<file path="src/rtl/pbl_pkg.sv">
// Shared types, codes and sizes for the positional byte list.
package pbl_pkg;

  localparam int DEF_CAPACITY = 16;

  localparam logic [2:0] KIND_PUSH_FRONT = 3'd0;
  localparam logic [2:0] KIND_PUSH_BACK  = 3'd1;
  localparam logic [2:0] KIND_POP_FRONT  = 3'd2;
  localparam logic [2:0] KIND_POP_BACK   = 3'd3;
  localparam logic [2:0] KIND_INSERT     = 3'd4;
  localparam logic [2:0] KIND_DELETE     = 3'd5;
  localparam logic [2:0] KIND_DUMP_FWD   = 3'd6;
  localparam logic [2:0] KIND_DUMP_REV   = 3'd7;

  localparam logic [1:0] ST_OK    = 2'd0;
  localparam logic [1:0] ST_EMPTY = 2'd1;
  localparam logic [1:0] ST_NOPOS = 2'd2;
  localparam logic [1:0] ST_FULL  = 2'd3;

  typedef struct packed {
    logic [2:0] kind;
    logic [4:0] position;
    logic [7:0] value;
  } cmd_t;

  typedef struct packed {
    logic [1:0] status;
    logic [7:0] entry;
    logic       entry_valid;
    logic [4:0] count;
    logic       last;
  } res_t;

endpackage

</file>
<file path="src/rtl/pbl_front.sv">
// Front end: accepts items and holds them in a two-entry command queue.
module pbl_front
  import pbl_pkg::*;
(
  input  logic        clk,
  input  logic        rst_n,
  input  logic        in_tvalid,
  output logic        in_tready,
  input  logic [15:0] in_tdata,
  output logic        q_valid,
  input  logic        q_ready,
  output cmd_t        q_cmd
);

  cmd_t       slot_r [2];
  logic       wp_r, wp_nxt;
  logic       rp_r, rp_nxt;
  logic [1:0] cnt_r, cnt_nxt;
  logic       push, pop;
  cmd_t       in_cmd;

  assign in_cmd.kind     = in_tdata[2:0];
  assign in_cmd.position = in_tdata[7:3];
  assign in_cmd.value    = in_tdata[15:8];

  assign in_tready = (cnt_r != 2'd2);
  assign q_valid   = (cnt_r != 2'd0);
  assign q_cmd     = slot_r[rp_r];
  assign push      = in_tvalid && in_tready;
  assign pop       = q_valid && q_ready;

  always_comb begin
    wp_nxt  = push ? ~wp_r : wp_r;
    rp_nxt  = pop ? ~rp_r : rp_r;
    cnt_nxt = cnt_r + {1'b0, push} - {1'b0, pop};
  end

  always_ff @(posedge clk) begin
    if (!rst_n) begin
      wp_r  <= 1'b0;
      rp_r  <= 1'b0;
      cnt_r <= 2'd0;
    end else begin
      wp_r  <= wp_nxt;
      rp_r  <= rp_nxt;
      cnt_r <= cnt_nxt;
    end
  end

  always_ff @(posedge clk) begin
    if (push) begin
      slot_r[wp_r] <= in_cmd;
    end
  end

endmodule

</file>
<file path="src/rtl/pbl_back.sv">
// Back end: list storage, shift sequencer, dump reader and output register.
module pbl_back
  import pbl_pkg::*;
#(
  parameter int CAPACITY = DEF_CAPACITY
)
(
  input  logic clk,
  input  logic rst_n,
  input  logic q_valid,
  output logic q_ready,
  input  cmd_t q_cmd,
  output logic out_valid,
  input  logic out_ready,
  output res_t out_res
);

  localparam int AW = $clog2(CAPACITY);
  localparam int CW = $clog2(CAPACITY + 1);
  localparam int XW = CW + 6;

  localparam logic [2:0] S_IDLE    = 3'd0;
  localparam logic [2:0] S_UP_RD   = 3'd1;
  localparam logic [2:0] S_UP_WR   = 3'd2;
  localparam logic [2:0] S_DN_RD   = 3'd3;
  localparam logic [2:0] S_DN_WR   = 3'd4;
  localparam logic [2:0] S_DUMP_RD = 3'd5;
  localparam logic [2:0] S_DUMP_EM = 3'd6;
  localparam logic [2:0] S_STAT    = 3'd7;

  logic [7:0]    mem [CAPACITY];
  logic [7:0]    rd_data_r;
  logic          we;
  logic [AW-1:0] wa, ra;
  logic [7:0]    wd;

  logic [2:0]    state_r, state_nxt;
  logic [CW-1:0] occ_r, occ_nxt;
  logic [CW-1:0] p_r, p_nxt;
  logic [CW-1:0] idx_r, idx_nxt;
  logic [7:0]    val_r, val_nxt;
  logic          fwd_r, fwd_nxt;
  logic [1:0]    st_r, st_nxt;

  logic          out_valid_r;
  res_t          out_res_r;
  logic          want;
  res_t          want_res;
  logic          load;

  logic [XW-1:0] pos_x, occ_x;
  logic [CW-1:0] dump_addr;
  logic          dump_last;

  assign pos_x     = XW'(q_cmd.position);
  assign occ_x     = XW'(occ_r);
  assign dump_addr = fwd_r ? p_r : (occ_r - CW'(1) - p_r);
  assign dump_last = ((p_r + CW'(1)) == occ_r);
  assign q_ready   = (state_r == S_IDLE);
  assign load      = want && (!out_valid_r || out_ready);
  assign out_valid = out_valid_r;
  assign out_res   = out_res_r;

  always_comb begin
    state_nxt = state_r;
    occ_nxt   = occ_r;
    p_nxt     = p_r;
    idx_nxt   = idx_r;
    val_nxt   = val_r;
    fwd_nxt   = fwd_r;
    st_nxt    = st_r;
    we        = 1'b0;
    wa        = p_r[AW-1:0];
    wd        = rd_data_r;
    ra        = dump_addr[AW-1:0];
    want      = 1'b0;
    want_res.status      = st_r;
    want_res.entry       = 8'd0;
    want_res.entry_valid = 1'b0;
    want_res.count       = 5'(occ_r);
    want_res.last        = 1'b1;
    unique case (state_r)
      S_IDLE: begin
        if (q_valid) begin
          val_nxt = q_cmd.value;
          st_nxt  = ST_OK;
          p_nxt   = occ_r;
          unique case (q_cmd.kind)
            KIND_PUSH_FRONT, KIND_PUSH_BACK: begin
              idx_nxt = (q_cmd.kind == KIND_PUSH_FRONT) ? CW'(0) : occ_r;
              if (occ_x >= XW'(CAPACITY)) begin
                st_nxt    = ST_FULL;
                state_nxt = S_STAT;
              end else begin
                state_nxt = S_UP_RD;
              end
            end
            KIND_POP_FRONT, KIND_POP_BACK: begin
              p_nxt = (q_cmd.kind == KIND_POP_FRONT) ? CW'(0) : (occ_r - CW'(1));
              if (occ_r == CW'(0)) begin
                st_nxt    = ST_EMPTY;
                state_nxt = S_STAT;
              end else begin
                state_nxt = S_DN_RD;
              end
            end
            KIND_INSERT: begin
              idx_nxt = CW'(pos_x - XW'(1));
              if (pos_x < XW'(1) || pos_x > occ_x + XW'(1)) begin
                st_nxt    = ST_NOPOS;
                state_nxt = S_STAT;
              end else if (occ_x >= XW'(CAPACITY)) begin
                st_nxt    = ST_FULL;
                state_nxt = S_STAT;
              end else begin
                state_nxt = S_UP_RD;
              end
            end
            KIND_DELETE: begin
              p_nxt = CW'(pos_x - XW'(1));
              if (pos_x < XW'(1) || pos_x > occ_x) begin
                st_nxt    = ST_NOPOS;
                state_nxt = S_STAT;
              end else begin
                state_nxt = S_DN_RD;
              end
            end
            default: begin
              fwd_nxt = (q_cmd.kind == KIND_DUMP_FWD);
              p_nxt   = CW'(0);
              if (occ_r == CW'(0)) begin
                st_nxt    = ST_EMPTY;
                state_nxt = S_STAT;
              end else begin
                state_nxt = S_DUMP_RD;
              end
            end
          endcase
        end
      end
      S_UP_RD: begin
        ra = AW'(p_r - CW'(1));
        if (p_r == idx_r) begin
          we        = 1'b1;
          wd        = val_r;
          occ_nxt   = occ_r + CW'(1);
          state_nxt = S_STAT;
        end else begin
          state_nxt = S_UP_WR;
        end
      end
      S_UP_WR: begin
        we        = 1'b1;
        p_nxt     = p_r - CW'(1);
        state_nxt = S_UP_RD;
      end
      S_DN_RD: begin
        ra = AW'(p_r + CW'(1));
        if ((p_r + CW'(1)) >= occ_r) begin
          occ_nxt   = occ_r - CW'(1);
          state_nxt = S_STAT;
        end else begin
          state_nxt = S_DN_WR;
        end
      end
      S_DN_WR: begin
        we        = 1'b1;
        p_nxt     = p_r + CW'(1);
        state_nxt = S_DN_RD;
      end
      S_DUMP_RD: begin
        state_nxt = S_DUMP_EM;
      end
      S_DUMP_EM: begin
        want                 = 1'b1;
        want_res.status      = ST_OK;
        want_res.entry       = rd_data_r;
        want_res.entry_valid = 1'b1;
        want_res.last        = dump_last;
        if (load) begin
          p_nxt     = p_r + CW'(1);
          state_nxt = dump_last ? S_IDLE : S_DUMP_RD;
        end
      end
      S_STAT: begin
        want = 1'b1;
        if (load) begin
          state_nxt = S_IDLE;
        end
      end
      default: begin
        state_nxt = S_IDLE;
      end
    endcase
  end

  always_ff @(posedge clk) begin
    if (we) begin
      mem[wa] <= wd;
    end
    rd_data_r <= mem[ra];
  end

  always_ff @(posedge clk) begin
    if (!rst_n) begin
      state_r     <= S_IDLE;
      occ_r       <= '0;
      out_valid_r <= 1'b0;
    end else begin
      state_r <= state_nxt;
      occ_r   <= occ_nxt;
      if (load) begin
        out_valid_r <= 1'b1;
      end else if (out_ready) begin
        out_valid_r <= 1'b0;
      end
    end
  end

  always_ff @(posedge clk) begin
    p_r   <= p_nxt;
    idx_r <= idx_nxt;
    val_r <= val_nxt;
    fwd_r <= fwd_nxt;
    st_r  <= st_nxt;
    if (load) begin
      out_res_r <= want_res;
    end
  end

  a_occ_bound: assert property (@(posedge clk) disable iff (!rst_n)
    XW'(occ_r) <= XW'(CAPACITY))
    else $error("occupancy above capacity");

  a_occ_step: assert property (@(posedge clk) disable iff (!rst_n)
    (occ_r == $past(occ_r)) || (occ_r == $past(occ_r) + CW'(1)) ||
    (occ_r == $past(occ_r) - CW'(1)))
    else $error("occupancy moved by more than one");

  a_occ_idle: assert property (@(posedge clk) disable iff (!rst_n)
    (state_r == S_IDLE) |=> (occ_r == $past(occ_r)))
    else $error("occupancy changed while idle");

  a_shift_bound: assert property (@(posedge clk) disable iff (!rst_n)
    (state_r == S_UP_WR || state_r == S_DN_WR) |-> (p_r < CW'(CAPACITY)))
    else $error("shift pointer out of range");

endmodule

</file>
<file path="src/rtl/positional_byte_list_top.sv">
// Top level of the positional byte list: command queue and list engine.
//
// A bounded ordered list of bytes driven by a stream of commands. Each input
// item carries kind, position and value. Push, pop, insert and delete each
// give one status item with the new count. A dump gives one item per stored
// byte in forward or reverse order with tlast on the final one; a dump of an
// empty list gives one item with status empty and tlast set.
// Items enter a two-entry queue and are taken one at a time by the engine.
// An insert or delete moves the bytes behind its position one place along,
// each read from the list memory and then written back; pushes and pops at
// the ends that need no shift skip this. A dump reads each byte from the
// memory and then emits it as its own item.
// Results wait in an output register; while the receiver stalls, the engine
// holds and the queue fills, then in_tready falls.
// Reset empties the list and the queue; the byte storage is not cleared.
module positional_byte_list_top
  import pbl_pkg::*;
#(
  parameter int CAPACITY = DEF_CAPACITY
)
(
  input  logic        clk,
  input  logic        rst_n,
  input  logic        in_tvalid,
  output logic        in_tready,
  input  logic [15:0] in_tdata,   // kind[2:0], position[7:3], value[15:8]
  output logic        out_tvalid,
  input  logic        out_tready,
  output logic [15:0] out_tdata,  // status[1:0], entry[9:2], entry_valid[10], count[15:11]
  output logic        out_tlast
);

  logic q_valid, q_ready;
  cmd_t q_cmd;
  res_t res;

  pbl_front u_front (
    .clk       (clk),
    .rst_n     (rst_n),
    .in_tvalid (in_tvalid),
    .in_tready (in_tready),
    .in_tdata  (in_tdata),
    .q_valid   (q_valid),
    .q_ready   (q_ready),
    .q_cmd     (q_cmd)
  );

  pbl_back #(.CAPACITY(CAPACITY)) u_back (
    .clk       (clk),
    .rst_n     (rst_n),
    .q_valid   (q_valid),
    .q_ready   (q_ready),
    .q_cmd     (q_cmd),
    .out_valid (out_tvalid),
    .out_ready (out_tready),
    .out_res   (res)
  );

  assign out_tdata = {res.count, res.entry_valid, res.entry, res.status};
  assign out_tlast = res.last;

endmodule

</file>
<file path="config.mk">
export PLATFORM = sky130hd
export DESIGN_NAME = positional_byte_list_top
export DESIGN_NICKNAME = d
export VERILOG_FILES = /design/src/rtl/pbl_pkg.sv /design/src/rtl/pbl_front.sv /design/src/rtl/pbl_back.sv /design/src/rtl/positional_byte_list_top.sv
export SDC_FILE = /design/constraint.sdc
export NUM_CORES = 1
export LEC_CHECK = 0
export ABC_AREA = 1
export BUFFER_PORTS_ARGS = -buffer_cell sky130_fd_sc_hd__buf_2
export CORE_MARGIN = 1
export CORE_UTILIZATION = 50
export CTS_BUF_LIST = sky130_fd_sc_hd__clkbuf_4 sky130_fd_sc_hd__clkbuf_8
export DETAILED_ROUTE_END_ITERATION = 10
export MAX_ROUTING_LAYER = met4
export PLACE_DENSITY = 0.65
export SETUP_SLACK_MARGIN = 0.2
export SLEW_MARGIN = 20
export SYNTH_ARGS = -nofsm -noshare
export SYNTH_HDL_FRONTEND = slang
export SYNTH_HIERARCHICAL = 1
export SYNTH_SLANG_ARGS = --single-unit
</file>
<file path="constraint.sdc">
create_clock -name clk -period 3.3 [get_ports clk]
set_input_delay 0.165 -clock clk [delete_from_list [all_inputs] [get_ports clk]]
set_output_delay 0.165 -clock clk [all_outputs]
set_load 0.1 [all_outputs]
</file>
==> results.txt <==
status: completed
synth top area cells: edfxtp_1 59%, nand2_1 8.0%, nor2_1 4.4%
Die X: 144 um
H-tree levels: 2
share of layout cells above drive strength 1: 17.1%
Routability Congestion: 0.899
VDD IR max: 417 uV
Fmax: 347 MHz
synthesized cell area: 10100 um^2
power per cell area: 1010 nW/um^2
Worst Hold Class: in2reg
Post-synth EDFFs: 198
Seq cells post-synth: 220
Iteration-0 DRC Markers: 572
Worst Path Required: 3.70 ns
CP top delay family: adder cells
vias in the first global route: 6792
CP endpoint kind: flip-flop
Post-synth top cells: 215 x nand2_1, 198 x edfxtp_1, 118 x nor2_1
port bufs: 38
average size of a mapped cell: 11.0 um^2
ANT nets after route: 0
CP max stage cell: edfxtp_1
endpoints failing hold: 0
asr flop ratio synth: 0%
worst endpoint data arrival time: 3.28 ns
Post-DP HPWL: 15200 um
first-pass GRT wire length: 36100 um
Synth cell types: 46
Clock Pin Slew Worst Setup and Hold Paths: 0.06 ns
io pins: 39
initial antenna violation count: 0
postcts setup bufs: 0
clk_skew: 0.0209 ns
slew of the pin with the lowest slew margin: 0.766 ns
Setup Slack @ Placement: 0.349 ns
Synth Flop Type: edfxtp_1
DRC viols: 0
core box area: 19700 um^2
Yosys top cell by area: edfxtp_1
maximum clock insertion buffer count: 3
Nets: 1077
via/cell ratio: 5.25
post-route insts no fill: 1320
Pre-antenna DRT Iters: 5
Slew HR: 48.7%
period utilization: 87.4%
Post-Place Cells: 1235
synth warn: 6
Inserted Diodes: 0
setup_tns: 0 ns
Max FO, Critical Path: 9
RSZ-0062 raised after global routing: false
die area: 20800 um^2
Max-Cap Viols: 0
final wirelength: 22800 um
crit-path max cell delay: 0.56 ns
crit-path cells: ha_1, nand3_1, xor2_1, ha_1, a21oi_1, o21a_1, nand3_1, nand2_1, nand2_1, o21ai_0, a21oi_1
final setup fails: 0
TritonCTS clock tree: yes
chip height: 144 um
Setup Crit Path Kind: reg2reg
Vias: 6928
Mapped Cells: 922
gr usage total: 23.9%
total CTS buffers: 37
Leakage Power: 4.71 nW
wire per inst: 17.3 um
# rows: 51
register area share after synthesis: 63.2%
area growth from synthesis to layout: 16.2%
Initial Utilization: 51.4%
worst-skew pair later-pin latency: 0.52 ns
PnR worst setup slack: 0.417 ns
post-synth top area share: 58.9%
fin crit period: 2.88 ns
most common cell in the netlist: nand2_1
CP bufs+invs: 0
max-slew violation count: 0
grt ovf: 0
CTS Root Cell: clkbuf_8
largest net degree at the start of global routing: 48
post-layout util: 59.7%
CTS sink cnt: 220
Critical Path Start Type: flip-flop
Post-Syn Nets: 971
[path summary, 6_finish.rpt]
path / startpoint / depth (start not counted) / to / slack, ns
worst max-delay path: u_back/p_r[0]$_DFFE_PP_ / 11 / u_back/occ_r[4]$_SDFFE_PN0P_ / 0.42
worst min-delay path: out_tready / 4 / u_back/out_valid$_SDFFE_PN0P_ / 0.04
worst max register to register: u_back/p_r[0]$_DFFE_PP_ / 11 / u_back/occ_r[4]$_SDFFE_PN0P_ / 0.42
worst min register to register: u_back/st_r[0]$_DFFE_PP_ / 2 / u_back/out_res[15]$_SDFFCE_PP0P_ / 0.49
[worst register-to-register path: cells and delay by family (launching register included)]
kind,cells,cell delay (ns)
AOI/OAI and AO/OA,4,0.63
xor gates and xnor gates,1,0.32
adders and majority gates,2,0.63
DFF,1,0.56
and+or+nand+nor,4,0.60
[state kept, by name (all words and copies together), names as in the netlist, named ones only]
register and flops:
u_back/rd_data_r 8, u_front/slot_r 32, u_back/p_r 5, u_back/out_res 17, u_back/fwd_r 1, u_back/out_valid 1, u_back/st_r 2, u_back/occ_r 5
u_back/mem 128, u_front/cnt_r 2, u_back/idx_r 5, u_back/state_r 3, u_front/wp_r 1, u_back/val_r 8, u_front/rp_r 1
[layout make-up]
type | count | area [um^2]
Fill cell | 1656 | 7920
Tap cell | 265 | 332
Inverter | 74 | 278
Clock inverter | 9 | 131
Sequential cell | 220 | 6390
Timing Repair Buffer | 96 | 686
Clock buffer | 57 | 672
Multi-Input combinational cell | 599 | 3250
[cells by family (layout without fill, tap and decap cells)]
| group | Yosys count | count (layout) | share of synthesized area [%] |
|---|---|---|---|
| mux | 16 | 16 | 2.16 |
| flops | 220 | 220 | 63.2 |
| buf+inv | 103 | 236 | 4.76 |
| simple gates | 417 | 417 | 17.4 |
| fa+ha+maj | 29 | 29 | 3.67 |
| compound gates | 117 | 117 | 7.07 |
| xor+xnor | 20 | 20 | 1.73 |
[layout by cell type, fill, tap and decap left out, drive strengths merged, types with 2 or more instances in the layout]
master,count
nand2,220
edfxtp,198
nor2,122
buf,77
inv,75
clkbuf,57
o21ai,39
o211ai,35
or2,32
ha,28
nand3,27
a21oi,25
dfxtp,22
dlygate4sd3,19
mux2,16
xor2,13
o22ai,11
nor3,11
xnor2,7
nand4,4
bufinv,3
a211oi,3
clkinv,3
clkinvlp,2
[stage by stage]
stage,hold WS [ns],area [um^2],total power [W]
global placement,0.352,10700,0.00916
global route,0.0617,11700,0.0127
finish,0.0351,11700,0.0119
detailed placement,0.356,10700,0.00923
CTS,0.00542,11700,0.0119
floorplan,0.258,10100,0.00781
[repair_timing]
item | 4_1_cts | 5_1_grt
hold buffers | 19 | 0
hold endpoints to repair | 40 | 0
gates resized for setup | 0 | 1
endpoints found under the setup margin | 0 | 8
[report_power, final]
part           internal [W]  switching, W  total, W
Sequential          0.00378      0.000265   0.00405
Combinational       0.00167       0.00353   0.00520
Clock               0.00154       0.00106   0.00260
Total               0.00700       0.00486    0.0119
[metal layers]
metal / track usage [%] / vias to the layer above / part of all wire (%)
li1: - / 3378 / -
met1: 30.8 / 3272 / 45
met2: 38.7 / 237 / 47
met3: 3.84 / 41 / 5.7
met4: 7.39 / 0 / 2.1
met5: - / - / 0
Power figures use the tool's default switching activity.
